File: config.mk
export PLATFORM = sky130hd
export DESIGN_NAME = paged_address_translator
export DESIGN_NICKNAME = d
export VERILOG_FILES = /design/src/design/pat_pkg.sv /design/src/design/pat_table.sv /design/src/design/paged_address_translator.sv
export SDC_FILE = /design/constraint.sdc
export NUM_CORES = 1
export LEC_CHECK = 0
export ABC_AREA = 1
export BUFFER_PORTS_ARGS = -buffer_cell sky130_fd_sc_hd__buf_4
export CORE_ASPECT_RATIO = 0.75
export CORE_MARGIN = 8
export CORE_UTILIZATION = 45
export DETAILED_ROUTE_END_ITERATION = 8
export PLACE_DENSITY = 0.75
export SYNTH_ARGS = -nofsm -noshare
export SYNTH_HDL_FRONTEND = slang
export SYNTH_SLANG_ARGS = --single-unit
File: constraint.sdc
create_clock -name clk -period 2.41 [get_ports clk]
set_clock_uncertainty 0.05 [all_clocks]
set_input_delay 0.482 -clock clk [delete_from_list [all_inputs] [get_ports clk]]
set_output_delay 0.482 -clock clk [all_outputs]
set_load 0.01 [all_outputs]
File: src/design/pat_pkg.sv
// ----------------------------------------------------------------------------
// pat_pkg
// Shared constants, status codes and types of the paged address translator.
// ----------------------------------------------------------------------------
package pat_pkg;

  localparam int OFF_BITS    = 8;    // page offset bits
  localparam int LOG_PAGES   = 4;    // logical pages in the table
  localparam int PHYS_FRAMES = 8;    // physical frames to hand out

  localparam int ADDR_W   = 16;
  localparam int RIGHTS_W = 3;
  localparam int STATUS_W = 3;
  localparam int PA_W     = 11;

  localparam int PAGE_W  = ADDR_W - OFF_BITS;
  localparam int IDX_W   = (LOG_PAGES > 1) ? $clog2(LOG_PAGES) : 1;
  localparam int FRAME_W = $clog2(PHYS_FRAMES + 1);   // holds PHYS_FRAMES itself

  localparam logic [STATUS_W-1:0] ST_OK      = 3'd0;
  localparam logic [STATUS_W-1:0] ST_BOUNDS  = 3'd1;
  localparam logic [STATUS_W-1:0] ST_FULL    = 3'd2;
  localparam logic [STATUS_W-1:0] ST_INVALID = 3'd3;
  localparam logic [STATUS_W-1:0] ST_ACCESS  = 3'd4;

  localparam logic CMD_MAP   = 1'b0;
  localparam logic CMD_XLATE = 1'b1;

  typedef struct packed {
    logic [RIGHTS_W-1:0] rights;
    logic [FRAME_W-1:0]  frame;
  } entry_t;

  // Table access issued in one cycle: at most one write or one read.
  typedef struct packed {
    logic             we;
    logic             re;
    logic [IDX_W-1:0] idx;
    entry_t           wdata;
  } tbl_req_t;

  typedef struct packed {
    logic   valid;
    entry_t entry;
  } tbl_rsp_t;

endpackage

File: src/design/pat_table.sv
// ----------------------------------------------------------------------------
// pat_table
// Page table storage: synchronous entry memory with registered read, plus
// per-entry valid flops cleared at reset.
// ----------------------------------------------------------------------------
module pat_table (
  input  logic               clk,
  input  logic               rst_n,
  input  pat_pkg::tbl_req_t  req,
  output pat_pkg::tbl_rsp_t  rsp
);

  pat_pkg::entry_t                  mem [pat_pkg::LOG_PAGES];
  logic [pat_pkg::LOG_PAGES-1:0]    valid_r;
  logic [pat_pkg::LOG_PAGES-1:0]    valid_nxt;
  pat_pkg::tbl_rsp_t                rsp_r;

  always_comb begin
    valid_nxt = valid_r;
    if (req.we) begin
      valid_nxt[req.idx] = 1'b1;
    end
  end

  always_ff @(posedge clk) begin
    if (!rst_n) begin
      valid_r <= '0;
    end else begin
      valid_r <= valid_nxt;
    end
  end

  always_ff @(posedge clk) begin
    if (req.we) begin
      mem[req.idx] <= req.wdata;
    end
    if (req.re) begin
      rsp_r.entry <= mem[req.idx];
      rsp_r.valid <= valid_r[req.idx];
    end
  end

  assign rsp = rsp_r;

endmodule

File: src/design/paged_address_translator.sv
// ----------------------------------------------------------------------------
// paged_address_translator
// Single-level page table with a bump frame allocator: map and translate.
// ----------------------------------------------------------------------------
// Pipeline: an accepted input is registered into stage 1 together with the table
//   read, then into the output register once that register is empty or taken.
// Throughput: one transaction per cycle while out_tready does not stall; set by
//   the single table port, which takes the map write or translate read at accept.
// Reset: synchronous, active low; clears the entry valid flops, the frame
//   allocator and the pipeline valids. No clearing pass; input ready at once.
// ----------------------------------------------------------------------------
module paged_address_translator (
  input  logic        clk,
  input  logic        rst_n,
  input  logic        in_tvalid,
  output logic        in_tready,
  input  logic [23:0] in_tdata,   // [15:0] vaddr, [18:16] rights, rest zero
  input  logic [0:0]  in_tuser,   // [0] command
  output logic        out_tvalid,
  input  logic        out_tready,
  output logic [15:0] out_tdata,  // [10:0] paddr, rest zero
  output logic [2:0]  out_tuser   // [2:0] status
);

  // --------------------------------------------------------------------------
  // Input field unpack
  // --------------------------------------------------------------------------
  logic                             cmd;
  logic [pat_pkg::ADDR_W-1:0]       addr;
  logic [pat_pkg::RIGHTS_W-1:0]     rights;
  logic [pat_pkg::PAGE_W-1:0]       page;
  logic [pat_pkg::IDX_W-1:0]        idx;
  logic [pat_pkg::OFF_BITS-1:0]     offset;
  logic                             in_bounds;
  logic                             full;
  logic                             in_acc;

  assign cmd    = in_tuser[0];
  assign addr   = in_tdata[15:0];
  assign rights = in_tdata[18:16];
  assign page   = addr[pat_pkg::ADDR_W-1:pat_pkg::OFF_BITS];
  assign offset = addr[pat_pkg::OFF_BITS-1:0];
  // page is compared one bit wider so the page count itself fits
  assign in_bounds = {1'b0, page} < (pat_pkg::PAGE_W+1)'(pat_pkg::LOG_PAGES);
  assign idx       = pat_pkg::IDX_W'(page);

  // --------------------------------------------------------------------------
  // Frame allocator. Map is resolved entirely at accept: bounds and full are
  // known from the address and the allocator, so the table write happens on
  // the accept edge and a following translate always reads updated data.
  // --------------------------------------------------------------------------
  logic [pat_pkg::FRAME_W-1:0] next_free_r;
  logic [pat_pkg::FRAME_W-1:0] next_free_nxt;
  logic                        map_ok;

  assign full   = next_free_r >= pat_pkg::FRAME_W'(pat_pkg::PHYS_FRAMES);
  assign in_acc = in_tvalid && in_tready;
  assign map_ok = in_acc && (cmd == pat_pkg::CMD_MAP) && in_bounds && !full;

  always_comb begin
    next_free_nxt = next_free_r;
    if (map_ok) begin
      next_free_nxt = next_free_r + pat_pkg::FRAME_W'(1);
    end
  end

  always_ff @(posedge clk) begin
    if (!rst_n) begin
      next_free_r <= '0;
    end else begin
      next_free_r <= next_free_nxt;
    end
  end

  // --------------------------------------------------------------------------
  // Table access
  // --------------------------------------------------------------------------
  pat_pkg::tbl_req_t tbl_req;
  pat_pkg::tbl_rsp_t tbl_rsp;

  always_comb begin
    tbl_req              = '0;
    tbl_req.idx          = idx;
    tbl_req.we           = map_ok;
    tbl_req.wdata.rights = rights;
    tbl_req.wdata.frame  = next_free_r;
    // read only on accepted translates so the read register holds across stalls
    tbl_req.re           = in_acc && (cmd == pat_pkg::CMD_XLATE) && in_bounds;
  end

  pat_table u_table (
    .clk   (clk),
    .rst_n (rst_n),
    .req   (tbl_req),
    .rsp   (tbl_rsp)
  );

  // --------------------------------------------------------------------------
  // Stage 1: early status and map frame, waiting for the table read
  // --------------------------------------------------------------------------
  logic                            s1_v_r,      s1_v_nxt;
  logic                            s1_cmd_r;
  logic [pat_pkg::STATUS_W-1:0]    s1_st_r;
  logic [pat_pkg::FRAME_W-1:0]     s1_frame_r;
  logic [pat_pkg::OFF_BITS-1:0]    s1_off_r;
  logic [pat_pkg::RIGHTS_W-1:0]    s1_rights_r;
  logic [pat_pkg::STATUS_W-1:0]    pre_st;
  logic                            s1_adv;

  always_comb begin
    if (!in_bounds) begin
      pre_st = pat_pkg::ST_BOUNDS;
    end else if ((cmd == pat_pkg::CMD_MAP) && full) begin
      pre_st = pat_pkg::ST_FULL;
    end else begin
      pre_st = pat_pkg::ST_OK;
    end
  end

  assign s1_adv    = s1_v_r && (!out_tvalid || out_tready);
  assign in_tready = !s1_v_r || s1_adv;

  always_comb begin
    s1_v_nxt = s1_v_r;
    if (in_acc) begin
      s1_v_nxt = 1'b1;
    end else if (s1_adv) begin
      s1_v_nxt = 1'b0;
    end
  end

  always_ff @(posedge clk) begin
    if (!rst_n) begin
      s1_v_r <= 1'b0;
    end else begin
      s1_v_r <= s1_v_nxt;
    end
  end

  always_ff @(posedge clk) begin
    if (in_acc) begin
      s1_cmd_r    <= cmd;
      s1_st_r     <= pre_st;
      s1_frame_r  <= next_free_r;
      s1_off_r    <= offset;
      s1_rights_r <= rights;
    end
  end

  // --------------------------------------------------------------------------
  // Stage 1 resolve: translate checks validity, then rights subset
  // --------------------------------------------------------------------------
  logic [pat_pkg::STATUS_W-1:0]                st_fin;
  logic [pat_pkg::PA_W-1:0]                    pa_fin;
  logic [pat_pkg::FRAME_W+pat_pkg::OFF_BITS-1:0] pa_full;

  always_comb begin
    st_fin  = s1_st_r;
    pa_full = '0;
    if (s1_st_r == pat_pkg::ST_OK) begin
      if (s1_cmd_r == pat_pkg::CMD_MAP) begin
        pa_full = {s1_frame_r, {pat_pkg::OFF_BITS{1'b0}}};
      end else if (!tbl_rsp.valid) begin
        st_fin = pat_pkg::ST_INVALID;
      end else if ((s1_rights_r & tbl_rsp.entry.rights) != s1_rights_r) begin
        st_fin = pat_pkg::ST_ACCESS;
      end else begin
        // offset is below one page, so base plus offset is a concatenation
        pa_full = {tbl_rsp.entry.frame, s1_off_r};
      end
    end
    pa_fin = pat_pkg::PA_W'(pa_full);
  end

  // --------------------------------------------------------------------------
  // Output register
  // --------------------------------------------------------------------------
  logic                         out_v_r, out_v_nxt;
  logic [pat_pkg::STATUS_W-1:0] out_st_r;
  logic [pat_pkg::PA_W-1:0]     out_pa_r;

  always_comb begin
    out_v_nxt = out_v_r;
    if (s1_adv) begin
      out_v_nxt = 1'b1;
    end else if (out_tready) begin
      out_v_nxt = 1'b0;
    end
  end

  always_ff @(posedge clk) begin
    if (!rst_n) begin
      out_v_r <= 1'b0;
    end else begin
      out_v_r <= out_v_nxt;
    end
  end

  always_ff @(posedge clk) begin
    if (s1_adv) begin
      out_st_r <= st_fin;
      out_pa_r <= pa_fin;
    end
  end

  assign out_tvalid = out_v_r;
  assign out_tuser  = out_st_r;
  assign out_tdata  = {{(16-pat_pkg::PA_W){1'b0}}, out_pa_r};

  // --------------------------------------------------------------------------
  // Assertions
  // --------------------------------------------------------------------------
  a_err_pa_zero: assert property (@(posedge clk) disable iff (!rst_n)
    out_tvalid && (out_tuser != pat_pkg::ST_OK) |-> (out_tdata == '0))
    else $error("nonzero physical address on error status");

  a_alloc_bound: assert property (@(posedge clk) disable iff (!rst_n)
    next_free_r <= pat_pkg::FRAME_W'(pat_pkg::PHYS_FRAMES))
    else $error("frame allocator beyond frame count");

  a_alloc_step: assert property (@(posedge clk) disable iff (!rst_n)
    map_ok |=> (next_free_r == $past(next_free_r) + pat_pkg::FRAME_W'(1)))
    else $error("allocator did not advance on successful map");

  a_accept_fills: assert property (@(posedge clk) disable iff (!rst_n)
    in_acc |=> s1_v_r)
    else $error("accepted transaction lost before stage 1");

endmodule
==> metrics <==
outcome=finished, final reports clean; CP Class=register to register; Pins Over Slew Limit=0; wire length per cell=13.9 um; CTS tree=built; Die ar.=8990 um^2; Finish-stage setup viols=0; Clock power frac=32.7%; Worst setup EP type=register; # rows=24; Initial DRC Count=102; Worst Max-Slew Pin Slew=0.659 ns; root buf cell=clkbuf_8; CTS Buffer Depth=2; Yosys top cell area share=66.8%; most common cell in the netlist=edfxtp_1; ys flop type=edfxtp_1; Num CTS Buffers=9; flops & latches, synth=72; crit path time final=1.57 ns; Worst-path clk slew=0.07 ns; vias in the first global route=1587; Hold Vio Cnt, Final=0; critical-path cell list=nand3_2, nand3_1, nor2_2, nand3_2, inv_1; worst slack at placement=0.491 ns; Post-Syn Area=2790 um^2; filler cell count=513; via count=1613; first-pass GRT wire length=7560 um; Sw Pwr=0.451 mW; Setup TNS=0 ns; total global-route track usage=11.1%; # port buffers=39; first drt pass iteration count=4; Post-synth EDFFs=62; synth cell count leaders=62 x edfxtp_1, 33 x nand2_1, 23 x inv_1; Hold WS=0.268 ns; largest net degree at the start of global routing=18; Setup WS post-layout=0.835 ns; core area=5890 um^2; synthesized area per cell=13.5 um^2; Yosys Warn Count=0; Cell Int Power=1.78 mW; worst vdd ir=0.000235 V; share of layout cells above drive strength 1=28.4%; post-synth cell types=21; Comb pwr share=5.2%; pwr/cell area=674 nW/um^2; CP arrival=1.54 ns; Post-DRT Antenna Nets=0; top cells by area, synth=edfxtp_1 67%, dfxtp_1 7.2%, nand2_1 4.4%; total gr overflow=0; Die X=107 um; Die H=84.1 um; maximum fanout along the worst path=6; Hold/Removal Path Class=input pin to register; I/O pin total=50; final HPWL from detailed placement=3400 um; Vias per Instance=4.76; fin util=56.2%; Worst-Skew Late Latency=0.34 ns; post-CTS sizing=0; initial antenna violation count=0; clock net sink count=72; sw frac=20.2%; slowest CP cell=dfxtp_1; Slew HR=56.0%; CP most frequent cell=nand3_2; buffers and inverters on the worst path=1; period utilization=65.3%; CTS Hold Bufs=0; CP required=2.38 ns; Peak Freq=0.635 GHz; register share of total power=62.1%; Yosys top cell by area=edfxtp_1; ant diodes=0; Area Overhead vs Synth=18.7%; Layout Nets=289; DRC=0; sequential-to-total area share from yosys stat=74.0%; gpl congestion=0.751; max cap viols=0; Top delay family on crit path=simple AND/OR/NAND/NOR gates; Largest stage delay, worst path=0.35 ns; Async SR Flop Fraction=0%; RSZ-0062 raised after global routing=false; final instance area=3310 um^2; P_leak=1.27 nW; H-Tree Depth=3; number of post-CTS setup repair buffers=0; Area after DPL=3160 um^2; Initial Util=47.3%; Mapped Cells=207; startpoint types=register; Routed WL=4720 um
[state kept, by name (all words and copies together) (netlist names)]
register,cells
s1_rights_r,3
u_table.rsp,7
next_free_r,4
out_tuser,3
s1_cmd_r,1
s1_off_r,8
s1_st_r,2
s1_v_r,1
u_table.mem,24
s1_frame_r,3
u_table.valid_r,4
out_tvalid,1
out_pa_r,11
[power groups by stage]
stage	Sequential, mW	Clock, mW	Combinational (mW)
2_1_floorplan	1.41	0	0.0534
3_3_place_gp	1.41	0	0.115
3_5_place_dp	1.41	0	0.118
4_1_cts	1.38	0.752	0.119
5_1_grt	1.39	0.808	0.129
6_report	1.38	0.729	0.117
[path summary, 6_finish.rpt]
path | from | endpoint | slack, ns | depth (start not counted)
worst max-delay path | out_tvalid | u_table.mem[1][6] | 0.84 | 5
worst max register to register | out_tvalid | u_table.mem[1][6] | 0.84 | 5
worst min register to register | u_table.valid_r[0] | u_table.valid_r[0] | 0.41 | 2
worst min-delay path | in_tdata[4] | s1_off_r[4] | 0.27 | 1
[kinds of logic after synthesis]
logic type | after synthesis | synth area share (%)
adders and majority gates | 2 | 0.898
and+or+nand+nor | 71 | 12.9
buffers and inverters | 36 | 5.80
DFF | 72 | 74.0
AOI/OAI and AO/OA | 25 | 6.24
other | 1 | 0.135
[per-layer routing]
metal	track usage [%]	wire length [um]
met1	12.9	2130
met4	3.44	44
met3	5.95	358
met5	0	0
met2	17.2	2190
[stage by stage]
| stage | total power, mW | cells |
|---|---|---|
| global route | 2.32 | 339 |
| detailed placement | 1.53 | 325 |
| finish | 2.23 | 339 |
| floorplan | 1.47 | 211 |
| global placement | 1.52 | 325 |
| CTS | 2.25 | 339 |
[area by class of cell]
cell class              instances  area [um^2]  area share [%]
well taps                      78         97.6            2.95
repair buffers                 42          315            9.53
flip-flops and latches         72         2060            62.4
inverters                      30          113            3.41
clock inverters                 3         11.3           0.341
multi-input cells             103          577            17.4
clock buffers                  11          131            3.97
[placed cells by master, fill, tap and decap left out]
| cell type | count |
|---|---|
| nor2_1 | 10 |
| nand3_1 | 6 |
| edfxtp_1 | 62 |
| nand2_1 | 33 |
| buf_4 | 42 |
| conb_1 | 5 |
| a21oi_2 | 4 |
| nand3_2 | 6 |
| nand4_1 | 1 |
| clkinv_1 | 3 |
| nor2_2 | 5 |
| nor3_1 | 2 |
| inv_1 | 23 |
| dfxtp_1 | 10 |
| a22oi_1 | 9 |
| clkbuf_1 | 2 |
| clkbuf_8 | 9 |
| ha_1 | 2 |
| nor3b_1 | 8 |
| o221ai_1 | 1 |
| inv_2 | 7 |
| a21oi_1 | 10 |
| o211ai_2 | 1 |
Power figures use the tool's default switching activity.
